===== src/rtl/pvp_pkg.sv =====
// ----------------------------------------------------------------------------
// pvp_pkg
// Shared types, constants and arithmetic helpers for the vertex projector.
// ----------------------------------------------------------------------------
package pvp_pkg;

    localparam int FRAC_BITS = 16;
    localparam int DW        = 32;                  // signed data word
    localparam int UW        = 31;                  // unsigned depth word
    localparam int PW        = 2 * DW - FRAC_BITS;  // shifted row product
    localparam int SW        = PW + 2;              // row sum
    localparam int MW        = 2 * DW;              // screen product register

    localparam logic [63:0] MAX31_W   = 64'h7FFF_FFFF;
    localparam logic [63:0] DIST_FULL = 64'd188 << FRAC_BITS;
    localparam logic [63:0] NEAR_FULL = DIST_FULL / 64'd32;
    localparam logic [UW-1:0] SD_RESET =
        UW'((DIST_FULL > MAX31_W) ? MAX31_W : DIST_FULL);
    localparam logic [UW-1:0] NEAR_RESET =
        UW'((NEAR_FULL > MAX31_W) ? MAX31_W : NEAR_FULL);
    localparam logic [UW-1:0] MAX31 = {UW{1'b1}};

    localparam logic [DW:0] SHADE_BIAS = (DW + 1)'((3 * (64'd1 << FRAC_BITS) + 5) / 10);

    // screen scale: 704 = 11 * 64, 448 = 7 * 64
    localparam int SCALE_SHIFT = FRAC_BITS + 6;
    localparam int RW          = 4;
    localparam logic [RW-1:0] ODD_X = RW'(11);
    localparam logic [RW-1:0] ODD_Y = RW'(7);
    localparam int QW      = MW - 2 - SCALE_SHIFT;
    localparam int LD_BITS = 8;
    localparam int LD_STG  = (QW + LD_BITS - 1) / LD_BITS;
    localparam int LDW     = LD_STG * LD_BITS;

    localparam int QDEPTH = 4;
    localparam int QAW    = $clog2(QDEPTH);

    typedef enum logic [2:0] {
        CFG_XA, CFG_XB, CFG_YA, CFG_YB, CFG_ZA, CFG_ZB, CFG_DIST, CFG_NEAR
    } cfg_idx_t;

    typedef struct packed {
        logic [63:0] xa;
        logic [63:0] xb;
        logic [63:0] ya;
        logic [63:0] yb;
        logic [63:0] za;
        logic [63:0] zb;
    } coef_t;

    typedef struct packed {
        logic signed [DW-1:0] tx;
        logic signed [DW-1:0] ty;
        logic [UW-1:0]        depth;
        logic                 clipped;
        logic signed [DW-1:0] shade;
        logic                 last;
    } view_t;

    typedef struct packed {
        logic signed [DW-1:0] sx;
        logic signed [DW-1:0] sy;
        logic [UW-1:0]        depth;
        logic [UW-1:0]        inv;
        logic                 clipped;
        logic signed [DW-1:0] shade;
        logic                 last;
    } proj_t;

    function automatic logic signed [PW-1:0] prod_shift(input logic [DW-1:0] c,
                                                        input logic signed [DW-1:0] v);
        logic signed [2*DW-1:0] p;
        p = $signed(c) * v;
        return PW'(p >>> FRAC_BITS);
    endfunction

    function automatic logic signed [DW-1:0] sat32(input logic signed [SW-1:0] s);
        if (&s[SW-1:DW-1] || ~|s[SW-1:DW-1])
            return s[DW-1:0];
        else
            return s[SW-1] ? {1'b1, {(DW-1){1'b0}}} : {1'b0, {(DW-1){1'b1}}};
    endfunction

    // one chunk of long division by a small constant
    function automatic logic [LD_BITS+RW-1:0] ld_step(input logic [RW-1:0] r,
                                                      input logic [LD_BITS-1:0] chunk,
                                                      input logic [RW-1:0] d);
        logic [RW:0]        t;
        logic [RW-1:0]      rr;
        logic [LD_BITS-1:0] q;
        rr = r;
        q  = '0;
        for (int i = LD_BITS - 1; i >= 0; i--)
        begin
            t = {rr, chunk[i]};
            if (t >= {1'b0, d})
            begin
                t    = t - {1'b0, d};
                q[i] = 1'b1;
            end
            rr = t[RW-1:0];
        end
        return {q, rr};
    endfunction

endpackage


===== src/rtl/pvp_queue.sv =====
// ----------------------------------------------------------------------------
// pvp_queue
// Short FIFO of view-space vertices between transform and projection.
// ----------------------------------------------------------------------------
module pvp_queue (
    input  logic           clk,
    input  logic           rst_n,
    input  logic           push_valid,
    output logic           push_ready,
    input  pvp_pkg::view_t push_item,
    output logic           pop_valid,
    input  logic           pop_ready,
    output pvp_pkg::view_t pop_item
);
    import pvp_pkg::*;

    view_t            mem_reg [QDEPTH];
    logic [QAW-1:0]   wr_ptr_reg, wr_ptr_next;
    logic [QAW-1:0]   rd_ptr_reg, rd_ptr_next;
    logic [QAW:0]     count_reg, count_next;
    logic             push, pop;

    always_comb
    begin
        push_ready  = count_reg != (QAW + 1)'(QDEPTH);
        pop_valid   = count_reg != '0;
        push        = push_valid && push_ready;
        pop         = pop_valid && pop_ready;
        wr_ptr_next = push ? wr_ptr_reg + 1'b1 : wr_ptr_reg;
        rd_ptr_next = pop ? rd_ptr_reg + 1'b1 : rd_ptr_reg;
        count_next  = count_reg + (QAW + 1)'(push) - (QAW + 1)'(pop);
        pop_item    = mem_reg[rd_ptr_reg];
    end

    always_ff @(posedge clk or negedge rst_n)
    begin
        if (!rst_n)
        begin
            wr_ptr_reg <= '0;
            rd_ptr_reg <= '0;
            count_reg  <= '0;
        end
        else
        begin
            wr_ptr_reg <= wr_ptr_next;
            rd_ptr_reg <= rd_ptr_next;
            count_reg  <= count_next;
        end
    end

    always_ff @(posedge clk)
    begin
        if (push)
            mem_reg[wr_ptr_reg] <= push_item;
    end

endmodule


===== config.mk =====
export PLATFORM = sky130hd
export DESIGN_NAME = pvp_queue
export DESIGN_NICKNAME = d
export VERILOG_FILES = /design/src/rtl/pvp_pkg.sv /design/src/rtl/pvp_queue.sv
export SDC_FILE = /design/constraint.sdc
export NUM_CORES = 1
export LEC_CHECK = 0
export ABC_CLOCK_PERIOD_IN_PS = 5900
export BUFFER_PORTS_ARGS = -buffer_cell sky130_fd_sc_hd__buf_2
export CAP_MARGIN = 20
export CELL_PAD_IN_SITES_DETAIL_PLACEMENT = 1
export CELL_PAD_IN_SITES_GLOBAL_PLACEMENT = 2
export CORE_ASPECT_RATIO = 1.75
export CORE_MARGIN = 1.5
export CORE_UTILIZATION = 25
export DETAILED_ROUTE_END_ITERATION = 10
export PLACE_DENSITY_LB_ADDON = 0.15
export SYNTH_ARGS = -nofsm -noshare
export SYNTH_HDL_FRONTEND = slang
export SYNTH_SLANG_ARGS = --single-unit

===== constraint.sdc =====
create_clock -name clk -period 5.9 [get_ports clk]
set_clock_uncertainty 0.15 [all_clocks]
set_input_delay 0.295 -clock clk [delete_from_list [all_inputs] [get_ports clk]]
set_output_delay 0.295 -clock clk [all_outputs]
set_load 0.005 [all_outputs]

Word level (Yosys, flattened, before mapping)
Memories as Yosys holds them, arrays and structs flattened.
Index checks and enable logic that the tools add are counted.
Word-level totals
  memories: 1
  memory bits (writable): 516
  output and inout port bits: 131
  input port bits: 133
  flip-flop bits (word level): 7
  logic and storage cells: 14
Memory list
  mem_reg: depth 4, width 129, read ports 1, clocked after Yosys merged registers in 0, wr ports 1, RTL line pvp_queue.sv:17  | view_t mem_reg [QDEPTH];
Operators by class
  add/sub/neg operators: 4
  equal/unequal tests: 1
  reductions and logical operators: 3
  muxes and demuxes: 2
Operators by type and width (number)
  adder 2 x 1 -> 2 bit, second input constant: 2
  adder 3 x 1 -> 3 bit: 1
  != test 3 bit, second input constant: 1
  nonzero test 3 bit: 1
  subtractor 3 x 1 -> 3 bit: 1
  logical AND 1 bit: 2
  two-way mux 1 bit: 2

Depth between registers and ports, before layout
  depth in word-level cells: 4
  mapped depth: 9
  gate-level depth less buffers: 9

Worst setup path after synthesis
Ideal clock, no wire load.
  path type: register to register
  from: register count_reg[2]
  to: memory mem_reg[0][0] (netlist bit) (enable)
  required time: 5245 ps
  library setup time: 505 ps
  data arrival time: 3712 ps
  period minus slack after synthesis: 4367 ps
  cell stages (with the launch flop): 3
  path slack: 1533 ps
  cells stage by stage: dfrtp_1 > nor3b_1 > and3b_1
On the way
  cells in the longest elaborated chain, start to end: 4
Ends and longest elaborated chain
  from (decl): RTL line pvp_queue.sv:20  | logic [QAW:0] count_reg, count_next;
  from (signal assigned): RTL line pvp_queue.sv:47  | count_reg <= count_next;
  != test 3 bit: RTL line pvp_queue.sv:25  | push_ready = count_reg != (QAW + 1)'(QDEPTH);
  logical AND 1 bit: RTL line pvp_queue.sv:27  | push = push_valid && push_ready;
  two-way mux 1 bit: RTL line pvp_queue.sv:53  | if (push)
  two-way mux 1 bit (implied by the code): RTL line pvp_queue.sv:54  | mem_reg[wr_ptr_reg] <= push_item;
  to (decl): RTL line pvp_queue.sv:17
No other way between the ends.

==> results.yml <==
worst_setup_path:
  cp_slowest_cell: "dfrtp_4"
  slowest_delay_ps: 740
  ff2ff_path_depth: 9
  required_ps: 5450
  worstPathCellList: "buf_4 > mux4_2 > buf_2"
  worstPathMaxFanout: 26
  cp-start-kind: "register"
  crit_arrival_ps: 2770
  worst-setup-path-type: "register to output pin"
  end_kind: "output pin"
sta:
  hold_ws_ps: 294
  period_minus_slack_ps: 3220
  rsz0062_at_grt: "false"
  max_freq_ghz: 0.311
  fin_setup_tns_ps: 0
  worst_pin_slew_ps: 954
  fin_crit_sh_pct: 54.5
  setup_viol_count_final: 0
  relSlewSlack_pct: 36.4
  drv_slew: 0
  hold_violations: 0
cells_and_area:
  area_growth_syn_to_layout_pct: 29.5
  drive_gt1_share_pct: 40.3
  largest_reg_flops: 516
  nNetsFinal: 1287
  diodes: 0
  fin_util_pct: 32.8
pwr:
  vdd.ir_drop.worst_uv: 259
  p_leak_nw: 8.26
  pwr_density_cell_nw_per_um2: 477
synth:
  ys_types: 22
  synthCells: 715
  synth_area_sq_um: 19100
  yosysSeqAreaShare_pct: 82.2
  yosysTopAreaCellShare_pct: 81.2
  synth_warnings: 0
  synthTopCellsByArea: "edfxtp_1 81%, mux4_2 15%, dfrtp_1 0.92%"
  synth_nets: 855
  synth_top_cell_by_area: "edfxtp_1"
  synth_seq_cells: 523
  syn_avg_cell_area_sq_um: 26.7
status:
  status: "complete, no violations"
global_routing:
  grt_usage_pct: 11.8
  grt_pass1_wl_um: 68100
  grt_pass1_vias: 10692
  grt_overflow_total: 0
  antenna_found_initial: 2
  grt_max_degree: 130
detailed_routing:
  via_count: 9111
  drc: 0
  vias_per_cell: 4.14
  drt_iter0_drc: 399
  ant_nets: 0
  avgRoutedWirePerCell_um: 20.6
  dr.pass1.iters: 4
  wirelength_um: 45400
floorplan:
  die_y_um: 368
  row_count: 133
  dieArea_sq_um: 78000
  io_pins: 264
  start_util_pct: 25.3
  die_w_um: 212
  core_area_sq_um: 75400
cts:
  cts-root-buf: "clkbuf_16"
  cts_tree: "done"
  cts_buffers: 53
  clkLatencyLatePin_ps: 600
  cts_resized: 0
  clk_pin_slew_ps: 60
  h-tree-depth: 2
  clk_path_buf_depth: 3
  cts.sinks: 523
placement:
  dp_hpwl_um: 25300
  gp_congestion: 0.638
  port-buffer-count: 263
worst_hold_path:
  hold_class: "input port to register"
  min_path_cells: 2
flow_run:
  drv_cap: 0
[stage by stage]
step	instances	total power, mW	worst slack, ps	cell area [sq um]
finish	2202	11.8	2680	24700
global route	2202	12.5	2460	24700
CTS	2202	12.2	2490	24700
detailed placement	1971	8.58	2990	21600
global placement	1971	8.57	3050	21600
floorplan	715	7.12	1530	19100
[final timing paths]
check	from	to	slack (ps)
worst min-delay path	push_item[57]	mem_reg[2][57]$_DFFE_PP_	290
max in group asynchronous	rst_n	rd_ptr_reg[0]$_DFFE_PN0P_	4810
worst min register to register	rd_ptr_reg[1]$_DFFE_PN0P_	rd_ptr_reg[1]$_DFFE_PN0P_	390
worst max register to register	count_reg[1]$_DFF_PN0_	count_reg[2]$_DFF_PN0_	3070
min in group asynchronous	rst_n	count_reg[2]$_DFF_PN0_	500
worst max-delay path	rd_ptr_reg[0]$_DFFE_PN0P_	pop_item[10]	2680
[critical path: cells and delay by family (launching register included)]
family                 cells  cell delay (ps)
flip-flops                 1              740
multiplexers               1              610
buffers and inverters      2              760
[power breakdown]
part,internal (mW),switching (mW),total (mW),leakage [nW]
clock network,2.00,1.42,3.41,0.846
registers,4.90,0.204,5.10,4.81
logic,1.53,1.74,3.27,2.61
total,8.43,3.36,11.8,8.26
[routing by layer]
layer	GRT usage, %	part of all wire, %	wire length (um)
met1	13.4	39	17900
met2	21.3	52	23700
met3	3.16	5.9	2670
met5	0	0.044	20
met4	3.91	2.4	1100
[area by class of cell]
cell class	count	area, sq um
Fill cell	7541	50700
Sequential cell	523	15700
Multi-Input combinational cell	157	3180
Timing Repair Buffer	406	2800
Clock buffer	64	1370
Tap cell	1012	1270
Clock inverter	34	383
Inverter	6	22.5
[cells in the final DEF, fill, tap and decap left out, drive strengths merged]
cell	instances
nor3b	1
dlygate4sd3	133
and3b	4
nand2b	4
mux4	129
nand2	1
clkbuf	64
o311ai	1
ha	6
clkinvlp	1
edfxtp	516
xor2	1
inv	7
xnor2	3
or3	1
bufinv	8
buf	273
fa	1
dfrtp	7
o211ai	2
clkinv	24
o31a	1
nand4bb	2
[cells by family after synthesis]
| logic type | after synthesis | share of synthesized area (%) |
|---|---|---|
| flops | 523 | 82.2 |
| mux | 129 | 15.2 |
| buf+inv | 35 | 1.24 |
| simple gates | 13 | 0.525 |
| fa+ha+maj | 7 | 0.499 |
| compound gates | 4 | 0.171 |
| xor+xnor | 4 | 0.184 |
[cell usage after synthesis, drive strengths merged]
master	number
or3	1
xor2	1
nand4bb	2
mux4	129
ha	6
edfxtp	516
nor3b	1
nand2	1
buf	26
o31a	1
o211ai	2
clkbuf	3
dfrtp	7
nand2b	4
o311ai	1
and3b	4
fa	1
xnor2	3
inv	6
[what timing repair did]
action | in CTS | in global routing
buffers inserted | 0 | 0
endpoints found under the hold margin | 527 | 0
hold buffers | 133 | 0
(Power assumes the default switching activity.)
